`src/hdl/bcmm_pkg.sv`:
```
`timescale 1ns / 1ps
package bcmm_pkg;

    localparam int MAX_ROWS    = 8;
    localparam int MAX_INNER   = 8;
    localparam int MAX_COLS    = 8;
    localparam int MAX_BATCH   = 4;
    localparam int STORE_DEPTH = 256;

    localparam int ADDR_W = $clog2(STORE_DEPTH);
    localparam int EXT_W  = ADDR_W + 1;
    localparam int DIM_W  = 4;
    localparam int BAT_W  = 3;
    localparam int IDX_W  = 3;
    localparam int HALF_W = 16;
    localparam int ELEM_W = 2 * HALF_W;
    localparam int PROD_W = 2 * HALF_W;
    localparam int ACC_W  = 36;

    // item kinds carried on s_tuser
    localparam logic [1:0] MODE_LOAD_X  = 2'd0;
    localparam logic [1:0] MODE_LOAD_Y  = 2'd1;
    localparam logic [1:0] MODE_COMPUTE = 2'd2;

    // partial products of one complex term
    localparam logic [1:0] PH_RR = 2'd0;
    localparam logic [1:0] PH_II = 2'd1;
    localparam logic [1:0] PH_RI = 2'd2;
    localparam logic [1:0] PH_IR = 2'd3;

    typedef struct packed {
        logic       clear;
        logic       mul_en;
        logic [1:0] phase;
    } mac_ctrl_t;

    function automatic logic [DIM_W-1:0] clamp_dim(input logic [DIM_W-1:0] v,
                                                   input logic [DIM_W-1:0] hi);
        logic [DIM_W-1:0] res;
        res = v;
        if (v == '0) begin
            res = DIM_W'(1);
        end else if (v > hi) begin
            res = hi;
        end
        return res;
    endfunction

endpackage

```
`src/hdl/bcmm_cmac.sv`:
```
`timescale 1ns / 1ps
module bcmm_cmac
    import bcmm_pkg::*;
(
    input  logic                    aclk,
    input  logic                    aresetn,
    input  mac_ctrl_t               ctrl,
    input  logic [ELEM_W-1:0]       x_data,
    input  logic [ELEM_W-1:0]       y_data,
    output logic signed [ACC_W-1:0] acc_re,
    output logic signed [ACC_W-1:0] acc_im
);

    logic signed [HALF_W-1:0] xr, xi, yr, yi;
    logic signed [HALF_W-1:0] op_a, op_b;
    logic signed [PROD_W-1:0] prod_reg;
    logic [1:0]               tag_reg;
    logic                     pvalid_reg;
    logic signed [ACC_W-1:0]  prod_ext;
    logic signed [ACC_W-1:0]  acc_re_reg, acc_im_reg;

    assign xr = $signed(x_data[HALF_W-1:0]);
    assign xi = $signed(x_data[ELEM_W-1:HALF_W]);
    assign yr = $signed(y_data[HALF_W-1:0]);
    assign yi = $signed(y_data[ELEM_W-1:HALF_W]);

    assign op_a = (ctrl.phase == PH_RR || ctrl.phase == PH_RI) ? xr : xi;
    assign op_b = (ctrl.phase == PH_RR || ctrl.phase == PH_IR) ? yr : yi;

    // stage 1: the one shared 16x16 multiplier
    always_ff @(posedge aclk) begin
        prod_reg <= op_a * op_b;
        tag_reg  <= ctrl.phase;
    end

    always_ff @(posedge aclk) begin
        if (!aresetn) begin
            pvalid_reg <= 1'b0;
        end else begin
            pvalid_reg <= ctrl.mul_en;
        end
    end

    assign prod_ext = ACC_W'(prod_reg);

    // stage 2: accumulate, real part takes rr minus ii
    always_ff @(posedge aclk) begin
        priority if (ctrl.clear) begin
            acc_re_reg <= '0;
            acc_im_reg <= '0;
        end else if (pvalid_reg) begin
            unique case (tag_reg)
                PH_RR: acc_re_reg <= acc_re_reg + prod_ext;
                PH_II: acc_re_reg <= acc_re_reg - prod_ext;
                PH_RI: acc_im_reg <= acc_im_reg + prod_ext;
                PH_IR: acc_im_reg <= acc_im_reg + prod_ext;
                default: acc_re_reg <= acc_re_reg;
            endcase
        end else begin
            acc_re_reg <= acc_re_reg;
            acc_im_reg <= acc_im_reg;
        end
    end

    assign acc_re = acc_re_reg;
    assign acc_im = acc_im_reg;

    a_clear_not_pending: assert property (@(posedge aclk) disable iff (!aresetn)
        ctrl.clear |-> !pvalid_reg)
        else $error("accumulator cleared while a product is pending");

endmodule

```
`config.mk`:
```
export PLATFORM = sky130hd
export DESIGN_NAME = bcmm_cmac
export DESIGN_NICKNAME = d
export VERILOG_FILES = /design/src/hdl/bcmm_pkg.sv /design/src/hdl/bcmm_cmac.sv
export SDC_FILE = /design/constraint.sdc
export NUM_CORES = 1
export LEC_CHECK = 0
export ABC_CLOCK_PERIOD_IN_PS = 9200
export BUFFER_PORTS_ARGS = -buffer_cell sky130_fd_sc_hd__buf_2
export CORE_UTILIZATION = 63
export DETAILED_ROUTE_END_ITERATION = 7
export GPL_ROUTABILITY_DRIVEN = 0
export PLACE_DENSITY_LB_ADDON = 0.1
export SETUP_SLACK_MARGIN = 0.1
export SYNTH_ARGS = -nofsm -noshare
export SYNTH_HDL_FRONTEND = slang
export SYNTH_SLANG_ARGS = --single-unit
```
`constraint.sdc`:
```
create_clock -name aclk -period 9.2 [get_ports aclk]
set_input_delay 0.46 -clock aclk [delete_from_list [all_inputs] [get_ports aclk]]
set_output_delay 0.46 -clock aclk [all_outputs]
set_load 0.03 [all_outputs]
```
**After elaboration in Yosys (flattened, before gate mapping)**

Index checks and enable logic that the tools add are counted.

- RAM bits: 0
- Bits of input ports: 70
- Memories kept: 0
- Latch bits: 0
- Bits in registers: 107
- Output and inout port bits: 72
- ROM bits: 0
- Word-level logic and storage cells: 25

- Equality and inequality tests: 5
- Div/mod/pow operators: 0
- Mux-type cells: 3
- Reductions and logical operators: 8
- Bitwise gates (word level): 0
- Add/sub/neg operators: 3
- Multiply operators: 1
- Order comparisons: 0
- Shifts and indexed selects: 0

Operators by type and width:

| operator | number |
|---|---|
| 36-bit by 32-bit adder with 36-bit output | 2 |
| 36-bit one-hot mux with 2 select lines | 1 |
| 36-bit by 32-bit subtractor with 36-bit output | 1 |
| 16-bit by 16-bit multiplier with 32-bit output | 1 |
| 16-bit two-way mux | 2 |
| 2-bit equality test (second input constant) | 4 |
| 2-bit zero test | 2 |
| 2-bit AND reduction | 2 |
| 2-bit by 1-bit equality test with 1-bit output (second input constant) | 1 |
| 1-bit logical OR | 2 |
| 2-bit nonzero test | 1 |
| 2-bit OR reduction | 1 |

**Logic depth before layout (Yosys ltp)**

- Depth in word-level cells: 4
- Depth in mapped cells: 30
- Depth with buffers taken out: 29

**Least setup slack after synthesis**

No wires, ideal clock.

- Path type: input -> register
- Start point: input port ctrl[0] (netlist bit)
- End point: register prod_reg[31]
- Path slack: 1781 ps
- Setup time: 121 ps
- Required time: 9079 ps
- Stages on the path: 26
- Path buffers: 3
- Arrival: 7298 ps
- Cells stage by stage: inv_1 -> ha_1 -> clkbuf_1 -> clkbuf_1 -> mux2i_1 -> clkbuf_1 -> nor2_1 -> fa_1 -> inv_1 -> fa_1 -> fa_1 -> inv_1 -> fa_1 -> fa_1 -> inv_1 -> fa_1 -> inv_1 -> ha_1 -> and3_1 -> nand2_1 -> o211a_2 -> o31ai_1 -> o221ai_1 -> o2111ai_1 -> a21oi_1 -> xnor2_1

- Word-level cells in the longest chain between the ends: 4
- Elaborated cells on any way between the ends: 8
- Classes of those cells: mul: 1; eq/ne: 2; mux: 2; reduce/logical: 3

RTL lines:

| what | RTL line | RTL |
|---|---|---|
| from (decl) | bcmm_cmac.sv:7 | `input mac_ctrl_t ctrl,` |
| 2-bit equality test, or another cell as far along | bcmm_cmac.sv:27 | `assign op_a = (ctrl.phase == PH_RR \|\| ctrl.phase == PH_RI) ? xr : xi;` |
| 1-bit logical OR, on equally long branches | bcmm_cmac.sv:27, bcmm_cmac.sv:28 |  |
| 16-bit two-way mux, on equally long branches | bcmm_cmac.sv:27, bcmm_cmac.sv:28 |  |
| 16-bit by 16-bit multiplier with 32-bit output (*) | bcmm_cmac.sv:32 | `prod_reg <= op_a * op_b;` |
| to (signal assigned) | bcmm_cmac.sv:32 |  |
| to (decl) | bcmm_cmac.sv:16 | `logic signed [PROD_W-1:0] prod_reg;` |

Every way passes the cells marked *; elsewhere a longest branch is shown, timed or not.
A chain may end at the register's enable or synchronous reset.

**Worst setup path in the final report**

- Start point: input port ctrl[1] (netlist bit)
- End point: register prod_reg[24]

Same word-level chain as after synthesis.

==> results.md <==
* Status: finished, final reports clean
* Drt wl/cell at 17.3 µm
* Most frequent cells in the layout: inv_1, nand2_1, fa_1
* DRC at 0
* Number of flops mapped to enable cells by yosys at 0
* Worst setup SP type: primary input
* Post-synthesis compound-gate area fraction at 12.7%
* CP arrival at 8060 ps
* Nets at 2632
* Initial Util at 64.4%
* H-tree depth at 3
* Post-DP Area at 0.0184 mm²
* Cell area after synthesis at 0.0174 mm²
* Largest net degree at the start of global routing at 86
* Antenna Nets Post-Route at 0
* Clk_lat worst skew at 360 ps
* Final hold vios at 0
* Design Area, Final at 0.0187 mm²
* CTS Sinks at 107
* GRT Total Usage at 31.5%
* CTS Hold Bufs at 0
* Commonest non-fill, non-tap cell in the layout: inv_1
* Number of max-cap violations at 0
* Vias in the first global route at 14565
* Antenna violations before repair at 0
* CP Class: primary input to flop
* Final WL at 43.0 mm
* Ys async rst share at 0%
* Die Span Y at 168 µm
* Vias per inst at 5.77
* DR vias at 14369
* Die Wd at 168 µm
* Diode count at 0
* PortBufs at 141
* Endpoints failing setup at 0
* # resized after CTS at 0
* Non-Filler Instances at 2489
* Hold Path Class: primary input to flop
* Post-Synth Adder-Cell Area at 41.6%
* Placed cell count at 2473
* DRT Pass-1 Iters at 7
* Row count at 60
* Clock-pin slew on the worst setup and hold paths at 80 ps
* Crit path time final at 7770 ps
* Final Slew Violations at 0
* Iteration-0 DRC count of the detailed router at 1102
* Critical path peak fanout at 17
* Largest family of logic cells by synthesized area: adder cells
* TritonCTS buffer count at 9
* Post-synthesis xor/xnor area fraction at 5.90%
* Crit end category: flop
* F_max at 0.129 GHz
* Core area at 0.0270 mm²
* Synth Flop Type: dfxtp_1
* Synth Area in Simple Gates at 15.3%
* CTS tree: built
* Mux share of post-synthesis cell area at 3.85%
* Fill count at 2242
* Share of layout cells above drive strength 1 at 10.5%
* Die area at 0.0282 mm²
* Period utilization at 84.5%
* Slew @ Worst Pin at 1130 ps
* #FFs+latches synth at 107
* Worst slew margin at 24.7%
* Cell count after synthesis at 2032
* Setup TNS at 0 ps
* DP Wirelength at 35.5 mm
* RSZ-0062 raised after global routing: no
* CTS Root Cell: clkbuf_16
* Synth Warn # at 0
* Layout area overhead at 7.87%
* Total grt overflow at 0
* Critical Path RT at 9490 ps
* Distinct cells, synth at 77
* Setup repair bufs after CTS at 0
* Register area share after synthesis at 12.3%
* CTS Buffer Depth at 2
* Setup Skew at 10.4 ps
* Mapped Avg Cell Area at 8.54 µm²
* First-pass GRT wire length at 70.8 mm
* IO Count at 142
* Synthesized Nets at 2521
## layer usage
layer	part of all wire, %	track usage (%)	up-vias
li1	-	-	6789
met1	42	40.7	6775
met2	46	53.4	686
met3	8.2	5.05	119
met4	3.5	11.8	0
met5	0	0	-
## final timing paths
path | startpoint | endpoint | slack, ps | cells past startpoint
worst min register to register | acc_re[24]$_SDFFE_PP0P_ | acc_re[24]$_SDFFE_PP0P_ | 480 | 2
worst max-delay path | ctrl[1] | prod_reg[24]$_DFF_P_ | 1430 | 26
worst max register to register | prod_reg[1]$_DFF_P_ | acc_re[35]$_SDFFE_PP0P_ | 4230 | 19
worst min-delay path | ctrl[0] | tag_reg[0]$_DFF_P_ | 210 | 1
## through the flow
| stage | worst slack, ps | hold slack (ps) | utilization [%] |
|---|---|---|---|
| CTS | 1510 | 203 | 69.5 |
| floorplan | 1780 | 488 | - |
| global placement | 1370 | 460 | 68.3 |
| global route | 1180 | 210 | 69.5 |
| finish | 1430 | 214 | 69.5 |
| detailed placement | 1140 | 469 | 68.3 |
## synthesized netlist by cell type (all sizes together), types with 4 or more instances
cell | count | share of area, %
a211o | 5 | 0.25
a211oi | 13 | 0.56
a21o | 46 | 2.0
a21oi | 143 | 4.1
a31oi | 15 | 0.58
a41oi | 4 | 0.25
and2 | 9 | 0.32
and3 | 11 | 0.45
buf | 8 | 0.21
clkbuf | 51 | 1.1
dfxtp | 107 | 12
fa | 264 | 30
ha | 155 | 11
inv | 318 | 6.9
mux2 | 30 | 1.9
mux2i | 33 | 1.9
nand2 | 272 | 5.9
nand2b | 12 | 0.43
nand3 | 18 | 0.52
nand3b | 6 | 0.26
nand4 | 6 | 0.22
nor2 | 184 | 4.0
nor2b | 16 | 0.58
nor3 | 15 | 0.46
nor3b | 7 | 0.33
nor4 | 6 | 0.34
nor4b | 9 | 0.45
o21a | 16 | 0.69
o21ai | 54 | 1.6
o21bai | 18 | 0.78
o31ai | 7 | 0.33
or3 | 13 | 0.48
xnor2 | 79 | 4.0
xor2 | 38 | 1.9
## area by class of cell
cell class | count | area (µm²) | share of cell area (%)
timing repair buffer | 159 | 841 | 4.49
clock inverter | 7 | 90.1 | 0.481
sequential | 107 | 2140 | 11.4
multi-input combinational | 1547 | 13800 | 73.7
clock buffer | 9 | 225 | 1.20
tap | 341 | 427 | 2.28
inverter | 319 | 1200 | 6.40
## critical path, cell delays in order
cell,delay (ps)
buf_2,100
inv_1,40
ha_1,720
buf_4,390
mux2i_1,700
nor2_1,160
fa_1,600
inv_1,60
fa_1,500
fa_1,440
fa_1,500
inv_1,60
fa_1,540
inv_1,50
fa_1,470
inv_1,40
ha_1,320
and3_1,210
and4_1,200
a211o_1,330
a31oi_2,360
o21bai_1,120
a21oi_1,250
o21bai_1,100
a21oi_1,180
xnor2_1,130
## cell families (layout without fill, tap and decap cells)
kind of cell             Yosys count  in the layout
AO/OA/AOI/OAI                    351            351
flip-flops                       107            107
XOR/XNOR                         117            117
AND/OR/NAND/NOR                  597            597
multiplexers                      63             63
buffers and inverters            378            494
adder cells (fa/ha/maj)          419            419
Power is left out: the tool's default activity adds up to more than one toggle a clock period on the data nets, which glitch-free logic cannot reach.
